$ cat src/rtl/sts_pkg.sv
// Shared types, constants and slot tables of the sphere triangle subdivider.
package sts_pkg;

	localparam int CoordW   = 16;
	localparam int FracBits = 14;
	localparam int MaxDepth = 3;
	localparam int SumW     = CoordW + 1;
	localparam int SqW      = 2 * SumW;
	localparam int LenW     = SqW + 1;
	localparam int LenLoW   = 18;
	localparam int LenHiW   = LenW - LenLoW;
	localparam int QW       = FracBits + 1;
	localparam int TW       = QW + 1;
	localparam int T2W      = 2 * QW;
	localparam int RhsW     = SqW + 2 * FracBits + 2;
	localparam int LhsW     = T2W + LenW + 1;
	localparam int BitW     = $clog2(FracBits + 1);
	localparam int LevelW   = 2;
	localparam int SlotW    = 3;
	localparam int AddrW    = LevelW + SlotW;
	localparam int MemDepth = 1 << AddrW;

	typedef struct packed {
		logic signed [CoordW-1:0] x;
		logic signed [CoordW-1:0] y;
		logic signed [CoordW-1:0] z;
	} vtx_t;

	typedef enum logic [1:0] {
		WS_TRI,
		WS_NORM,
		WS_RDATA
	} wsrc_t;

	typedef struct packed {
		logic             load_in;
		logic             rd_en;
		logic [AddrW-1:0] rd_addr;
		logic             wr_en;
		logic [AddrW-1:0] wr_addr;
		wsrc_t            wr_src;
		logic [1:0]       vidx;
		logic             cap_a;
		logic             norm_start;
		logic             stage_en;
		logic             push;
		logic             push_last;
	} dp_cmd_t;

	typedef struct packed {
		logic norm_done;
		logic out_busy;
	} dp_sts_t;

	typedef enum logic [3:0] {
		C_IDLE,
		C_LOAD,
		C_VISIT,
		C_MID_A,
		C_MID_B,
		C_MID_S,
		C_MID_W,
		C_CP_R,
		C_CP_W,
		C_EMIT_R,
		C_EMIT_W,
		C_PUSH,
		C_UP
	} ctrl_state_t;

	typedef enum logic [3:0] {
		N_IDLE,
		N_SQ,
		N_ZCHK,
		N_MAG,
		N_TSQ,
		N_PART,
		N_CMP,
		N_FIN,
		N_DONE
	} norm_state_t;

	// Slots of one level: corners 0..2, edge points m12, m23, m31 at 3..5
	localparam logic [SlotW-1:0] SlotV1  = 3'd0;
	localparam logic [SlotW-1:0] SlotV2  = 3'd1;
	localparam logic [SlotW-1:0] SlotV3  = 3'd2;
	localparam logic [SlotW-1:0] SlotM12 = 3'd3;
	localparam logic [SlotW-1:0] SlotM23 = 3'd4;
	localparam logic [SlotW-1:0] SlotM31 = 3'd5;

	function automatic logic [AddrW-1:0] mem_addr(input logic [LevelW-1:0] lv,
		input logic [SlotW-1:0] slot);
		return {lv, slot};
	endfunction

	// First and second end point of edge e
	function automatic logic [SlotW-1:0] edge_slot(input logic [1:0] e, input logic second);
		logic [SlotW-1:0] s;
		case (e)
			2'd0:    s = second ? SlotV2 : SlotV1;
			2'd1:    s = second ? SlotV3 : SlotV2;
			default: s = second ? SlotV1 : SlotV3;
		endcase
		return s;
	endfunction

	function automatic logic [SlotW-1:0] mid_slot(input logic [1:0] e);
		logic [SlotW-1:0] s;
		case (e)
			2'd0:    s = SlotM12;
			2'd1:    s = SlotM23;
			default: s = SlotM31;
		endcase
		return s;
	endfunction

	// Corner k of child c
	function automatic logic [SlotW-1:0] child_slot(input logic [1:0] c, input logic [1:0] k);
		logic [SlotW-1:0] s;
		case ({c, k})
			4'b00_00: s = SlotV1;
			4'b00_01: s = SlotM12;
			4'b00_10: s = SlotM31;
			4'b01_00: s = SlotV2;
			4'b01_01: s = SlotM23;
			4'b01_10: s = SlotM12;
			4'b10_00: s = SlotV3;
			4'b10_01: s = SlotM31;
			4'b10_10: s = SlotM23;
			4'b11_00: s = SlotM12;
			4'b11_01: s = SlotM23;
			4'b11_10: s = SlotM31;
			default:  s = SlotV1;
		endcase
		return s;
	endfunction

endpackage

$ cat src/rtl/sts_ctrl.sv
// Controller: depth-first walk over the split tree, sequencing the datapath.
module sts_ctrl (
	input  logic             clk,
	input  logic             arst_n,
	input  logic             in_valid,
	output logic             in_ready,
	input  logic             cfg_valid,
	output logic             cfg_ready,
	input  logic [1:0]       cfg_depth,
	input  sts_pkg::dp_sts_t sts,
	output sts_pkg::dp_cmd_t cmd
);

	sts_pkg::ctrl_state_t state_q, state_d;

	logic [1:0]                 depth_q;
	logic [sts_pkg::LevelW-1:0] dep_q;
	logic [sts_pkg::LevelW-1:0] lv_q;
	logic [1:0]                 e_q;
	logic [1:0]                 k_q;
	logic [1:0]                 child_q [sts_pkg::MaxDepth+1];

	logic [sts_pkg::LevelW-1:0] eff_depth;
	logic                       last;
	logic                       in_xfer;

	assign eff_depth = (depth_q > 2'(sts_pkg::MaxDepth)) ? 2'(sts_pkg::MaxDepth) : depth_q;
	assign in_ready  = (state_q == sts_pkg::C_IDLE);
	assign cfg_ready = 1'b1;
	assign in_xfer   = in_valid & in_ready;

	// Final leaf: every active level is on its last child
	always_comb begin
		last = 1'b1;
		for (int l = 1; l <= sts_pkg::MaxDepth; l++) begin
			if (l <= int'(dep_q) && child_q[l] != 2'd3) last = 1'b0;
		end
	end

	// State register
	always_ff @(posedge clk or negedge arst_n) begin
		if (!arst_n) begin
			state_q <= sts_pkg::C_IDLE;
		end else begin
			state_q <= state_d;
		end
	end

	// Next state and datapath commands
	always_comb begin
		state_d = state_q;
		cmd     = '0;
		case (state_q)
			sts_pkg::C_IDLE: begin
				if (in_valid) begin
					cmd.load_in = 1'b1;
					state_d     = sts_pkg::C_LOAD;
				end
			end
			sts_pkg::C_LOAD: begin
				cmd.wr_en   = 1'b1;
				cmd.wr_addr = sts_pkg::mem_addr(lv_q, sts_pkg::SlotW'(k_q));
				cmd.wr_src  = sts_pkg::WS_TRI;
				cmd.vidx    = k_q;
				if (k_q == 2'd2) state_d = sts_pkg::C_VISIT;
			end
			sts_pkg::C_VISIT: begin
				state_d = (lv_q == '0) ? sts_pkg::C_EMIT_R : sts_pkg::C_MID_A;
			end
			sts_pkg::C_MID_A: begin
				cmd.rd_en   = 1'b1;
				cmd.rd_addr = sts_pkg::mem_addr(lv_q, sts_pkg::edge_slot(e_q, 1'b0));
				state_d     = sts_pkg::C_MID_B;
			end
			sts_pkg::C_MID_B: begin
				cmd.rd_en   = 1'b1;
				cmd.rd_addr = sts_pkg::mem_addr(lv_q, sts_pkg::edge_slot(e_q, 1'b1));
				cmd.cap_a   = 1'b1;
				state_d     = sts_pkg::C_MID_S;
			end
			sts_pkg::C_MID_S: begin
				cmd.norm_start = 1'b1;
				state_d        = sts_pkg::C_MID_W;
			end
			sts_pkg::C_MID_W: begin
				if (sts.norm_done) begin
					cmd.wr_en   = 1'b1;
					cmd.wr_addr = sts_pkg::mem_addr(lv_q, sts_pkg::mid_slot(e_q));
					cmd.wr_src  = sts_pkg::WS_NORM;
					state_d     = (e_q == 2'd2) ? sts_pkg::C_CP_R : sts_pkg::C_MID_A;
				end
			end
			sts_pkg::C_CP_R: begin
				cmd.rd_en   = 1'b1;
				cmd.rd_addr = sts_pkg::mem_addr(lv_q, sts_pkg::child_slot(child_q[lv_q], k_q));
				state_d     = sts_pkg::C_CP_W;
			end
			sts_pkg::C_CP_W: begin
				cmd.wr_en   = 1'b1;
				cmd.wr_addr = sts_pkg::mem_addr(lv_q - 1'b1, sts_pkg::SlotW'(k_q));
				cmd.wr_src  = sts_pkg::WS_RDATA;
				state_d     = (k_q == 2'd2) ? sts_pkg::C_VISIT : sts_pkg::C_CP_R;
			end
			sts_pkg::C_EMIT_R: begin
				cmd.rd_en   = 1'b1;
				cmd.rd_addr = sts_pkg::mem_addr('0, sts_pkg::SlotW'(k_q));
				state_d     = sts_pkg::C_EMIT_W;
			end
			sts_pkg::C_EMIT_W: begin
				cmd.stage_en = 1'b1;
				cmd.vidx     = k_q;
				state_d      = (k_q == 2'd2) ? sts_pkg::C_PUSH : sts_pkg::C_EMIT_R;
			end
			sts_pkg::C_PUSH: begin
				if (!sts.out_busy) begin
					cmd.push      = 1'b1;
					cmd.push_last = last;
					state_d       = last ? sts_pkg::C_IDLE : sts_pkg::C_UP;
				end
			end
			sts_pkg::C_UP: begin
				if (child_q[lv_q] != 2'd3) state_d = sts_pkg::C_CP_R;
			end
			default: state_d = sts_pkg::C_IDLE;
		endcase
	end

	// Depth register
	always_ff @(posedge clk or negedge arst_n) begin
		if (!arst_n) begin
			depth_q <= '0;
		end else if (cfg_valid) begin
			depth_q <= cfg_depth;
		end
	end

	// Walk position: level, edge, corner and child counters
	always_ff @(posedge clk or negedge arst_n) begin
		if (!arst_n) begin
			dep_q <= '0;
			lv_q  <= '0;
			e_q   <= '0;
			k_q   <= '0;
			for (int l = 0; l <= sts_pkg::MaxDepth; l++) child_q[l] <= '0;
		end else begin
			case (state_q)
				sts_pkg::C_IDLE: begin
					if (in_xfer) begin
						dep_q <= eff_depth;
						lv_q  <= eff_depth;
						k_q   <= '0;
					end
				end
				sts_pkg::C_LOAD: begin
					k_q <= (k_q == 2'd2) ? 2'd0 : k_q + 2'd1;
				end
				sts_pkg::C_VISIT: begin
					e_q <= '0;
					k_q <= '0;
				end
				sts_pkg::C_MID_W: begin
					if (sts.norm_done) begin
						e_q <= e_q + 2'd1;
						if (e_q == 2'd2) begin
							child_q[lv_q] <= '0;
							k_q           <= '0;
						end
					end
				end
				sts_pkg::C_CP_W: begin
					if (k_q == 2'd2) begin
						k_q  <= '0;
						lv_q <= lv_q - 1'b1;
					end else begin
						k_q <= k_q + 2'd1;
					end
				end
				sts_pkg::C_EMIT_W: begin
					k_q <= (k_q == 2'd2) ? 2'd0 : k_q + 2'd1;
				end
				sts_pkg::C_PUSH: begin
					if (!sts.out_busy) lv_q <= sts_pkg::LevelW'(1);
				end
				sts_pkg::C_UP: begin
					// climb past finished levels, else advance to the next child
					if (child_q[lv_q] == 2'd3) begin
						lv_q <= lv_q + 1'b1;
					end else begin
						child_q[lv_q] <= child_q[lv_q] + 2'd1;
						k_q           <= '0;
					end
				end
				default: begin
				end
			endcase
		end
	end

endmodule

$ cat config.mk
export PLATFORM = sky130hd
export DESIGN_NAME = sts_ctrl
export DESIGN_NICKNAME = d
export VERILOG_FILES = /design/src/rtl/sts_pkg.sv /design/src/rtl/sts_ctrl.sv
export SDC_FILE = /design/constraint.sdc
export NUM_CORES = 1
export LEC_CHECK = 0
export BUFFER_PORTS_ARGS = -buffer_cell sky130_fd_sc_hd__buf_4
export CORE_MARGIN = 2
export CORE_UTILIZATION = 60
export CTS_CLUSTER_SIZE = 8
export DETAILED_ROUTE_END_ITERATION = 6
export PLACE_DENSITY = 0.95
export RECOVER_POWER = 50
export SYNTH_ARGS = -nofsm -noshare
export SYNTH_HDL_FRONTEND = slang
export SYNTH_SLANG_ARGS = --single-unit
$ cat constraint.sdc
create_clock -name clk -period 6.8 [get_ports clk]
set_clock_uncertainty 0.2 [all_clocks]
set_input_delay 0 -clock clk [delete_from_list [all_inputs] [get_ports clk]]
set_output_delay 0 -clock clk [all_outputs]
set_load 0.01 [all_outputs]
==> out/summary.txt <==
family with the most delay on the worst path -> multiplexers
initial antenna violation count -> 0
Slew Limit Headroom -> 32.19%
number of synthesized register bits -> 22
Setup-failing EPs final -> 0
ANT cells -> 0
Post-synth EDFFs -> 0
Worst Slack Setup Final -> 3915 ps
Die W -> 61.96 um
CTS tree -> yes
leakage dissipation -> 0.001020 uW
number of port buffers -> 30
HPWL after detailed placement -> 3.551 mm
fin crit period -> 2885 ps
YS warnings -> 0
CP Launch Point -> lv_q[0]
layout cells sized above 1 -> 19.62%
critical path launch point type -> flip-flop
RSZ-0062 raised after global routing -> no
Die Y -> 61.96 um
total power -> 889.8 uW
largest net degree at the start of global routing -> 41
first-pass GRT wire length -> 8.266 mm
crit path DAT -> 2900 ps
worst r2r dst -> child_q[7]
CP bufs+invs -> 0
VDD IR max -> 246.2 uV
DR DRC count -> 0
dominant synthesized flop cell -> dfrtp_1
status -> finished clean
Final nets -> 283
clock slew at reported path FFs -> 120 ps
fill cell count -> 245
Routed WL -> 5.202 mm
Worst-Margin Slew -> 1014 ps
fmax -> 346.6 MHz
area grow syn2layout -> 15.02%
CTS max path bufs -> 2
mapped cell area -> 0.002016 sq mm
PD cells -> 383.8 mW/mm^2
Synthesized Nets -> 257
Cell Rows -> 21
routability cong. -> 0.9037
mean area per synthesized cell -> 8.577 sq um
Final TNS setup -> 0 ps
Hold Path Class -> in2out
vias in the first global route -> 1740
ys async rst share -> 100.0%
max incr delay on CP -> 640 ps
register area share after synthesis -> 27.31%
via count -> 1916
initial core utilization -> 61.37%
Tcrit/Tclk final -> 42.42%
antenna-violating nets left -> 0
Worst-Skew Late Latency -> 330 ps
r2r setup slk -> 3920 ps
WP data required -> 6810 ps
Max Cap Viol -> 0
cell count after synthesis -> 235
distinct cell type count after synthesis -> 52
total grt overflow -> 0
Post-CTS Setup Repair Bufs -> 0
Crit Path Category -> reg2reg
worst-path maximum fanout -> 10
I/O pin cnt -> 32
Inserted Clock Buffers -> 3
CTS HTree Levels -> 1
Critical Path, Cell by Cell -> mux4_2 -> ha_1 -> or3b_1 -> a21oi_2 -> nand2_1 -> mux2_2
GRT Total Usage -> 29.09%
Sink Count -> 22
drt initial violations -> 139
Crit-path slowest cell -> mux4_2
critical path endpoint category -> flip-flop
CTS root buf -> clkbuf_4
Hold Violations, Final -> 0
Vias/cell -> 6.261
max-slew violation count -> 0
number of stages on the worst setup path -> 6
Worst Setup EP -> child_q[7]
DRT Pass-1 Iters -> 5
cells on worst reg2reg path -> 6
core area -> 0.003284 sq mm
Crit Reg-Reg Startpoint -> lv_q[0]
DIE AREA -> 0.003839 sq mm
dpl ws -> 3951 ps
drt wl/cell -> 17.00 um
==> per-layer routing <==
metal	GRT usage (%)	part of all wire, %
met3	5.176	7.0
met5	0	0
met2	46.13	48
met1	37.97	40
met4	14.59	4.5
==> where the power goes <==
| part | switching, uW | total (uW) | internal (uW) |
|---|---|---|---|
| registers | 104 | 268 | 164 |
| clock network | 45.1 | 105 | 59.7 |
| logic | 274 | 517 | 243 |
==> kinds of logic after synthesis <==
logic type / share of synthesized area [%]
AND/OR/NAND/NOR: 24.46
AO/OA/AOI/OAI: 17.07
buffers and inverters: 6.890
multiplexers: 14.52
flip-flops: 27.31
adder cells (fa/ha/maj): 8.690
XOR/XNOR: 0.8692
other: 0.1860
==> worst min-delay path, stage by stage <==
cell	delay, ps
buf_4	100
nor3_1	60
clkbuf_1	130
==> how the worst min path moves through the flow <==
stage               startpoint         end  slack [ps]  cells past startpoint
global placement        arst_n      e_q[0]        -290                      1
global route            sts[0]      cmd[1]         110                      3
CTS                     sts[0]  state_q[2]          70                      5
detailed placement      arst_n      e_q[0]        -290                      1
floorplan               arst_n  child_q[0]        -500                      0
finish                  sts[0]      cmd[1]          90                      3
==> cells in the final DEF (no fill, tap or decap), types with 7 or more instances in the layout <==
cell type and count:
nand3_1 7, nor2_1 16, buf_4 25, o21ai_0 16, dfrtp_1 22, dlygate4sd3_1 8
nor3_1 7, nand2b_1 11, inv_1 11, ha_1 14, mux2_2 13, nand2_1 17
a21oi_1 10
==> through the flow <==
stage               instances  hold slack, ps  instance area (sq um)  util, %
floorplan                 235          -495.6                   2016        -
global placement          294          -292.4                   2208    67.24
detailed placement        294          -293.6                   2208    67.24
CTS                       306           69.71                   2341    71.28
global route              306           107.7                   2318    70.59
finish                    306           86.88                   2318    70.59
==> registers in the layout (all words and copies together) (netlist names) <==
signal / flops
child_q: 8
dep_q: 2
depth_q: 2
e_q: 2
k_q: 2
lv_q: 2
state_q: 4
==> layout make-up <==
class                   instances  area [sq um]  share of cell area (%)
flip-flops and latches         22         550.5                   23.75
clock inverters                 1         30.03                   1.295
inverters                      11         41.29                   1.781
clock buffers                   3         22.52                  0.9714
well taps                      46         57.56                   2.482
multi-input cells             184          1323                   57.04
repair buffers                 39         294.0                   12.68
==> Yosys cell counts (all sizes together), types with 3 or more instances <==
master | n | area [sq um]
a21boi | 3 | 22.52
a21oi | 11 | 62.56
a22oi | 3 | 22.52
and2 | 5 | 31.28
buf | 13 | 78.82
clkbuf | 5 | 18.77
dfrtp | 22 | 550.5
ha | 14 | 175.2
inv | 11 | 41.29
mux2 | 19 | 217.7
mux2i | 3 | 30.03
nand2 | 17 | 63.81
nand2b | 11 | 68.82
nand3 | 7 | 35.03
nand4 | 3 | 18.77
nor2 | 16 | 60.06
nor2b | 5 | 31.28
nor3 | 8 | 45.04
o21ai | 19 | 95.09
o22ai | 3 | 18.77
o32ai | 3 | 26.28
or3b | 4 | 35.04
==> what timing repair did <==
| item | 4_1_cts | 5_1_grt |
|---|---|---|
| hold buffers | 8 | 0 |
| resized for setup | 0 | 0 |
| hold endpoints to repair | 30 | 0 |
Note: power is estimated with default switching activity, not from simulation.
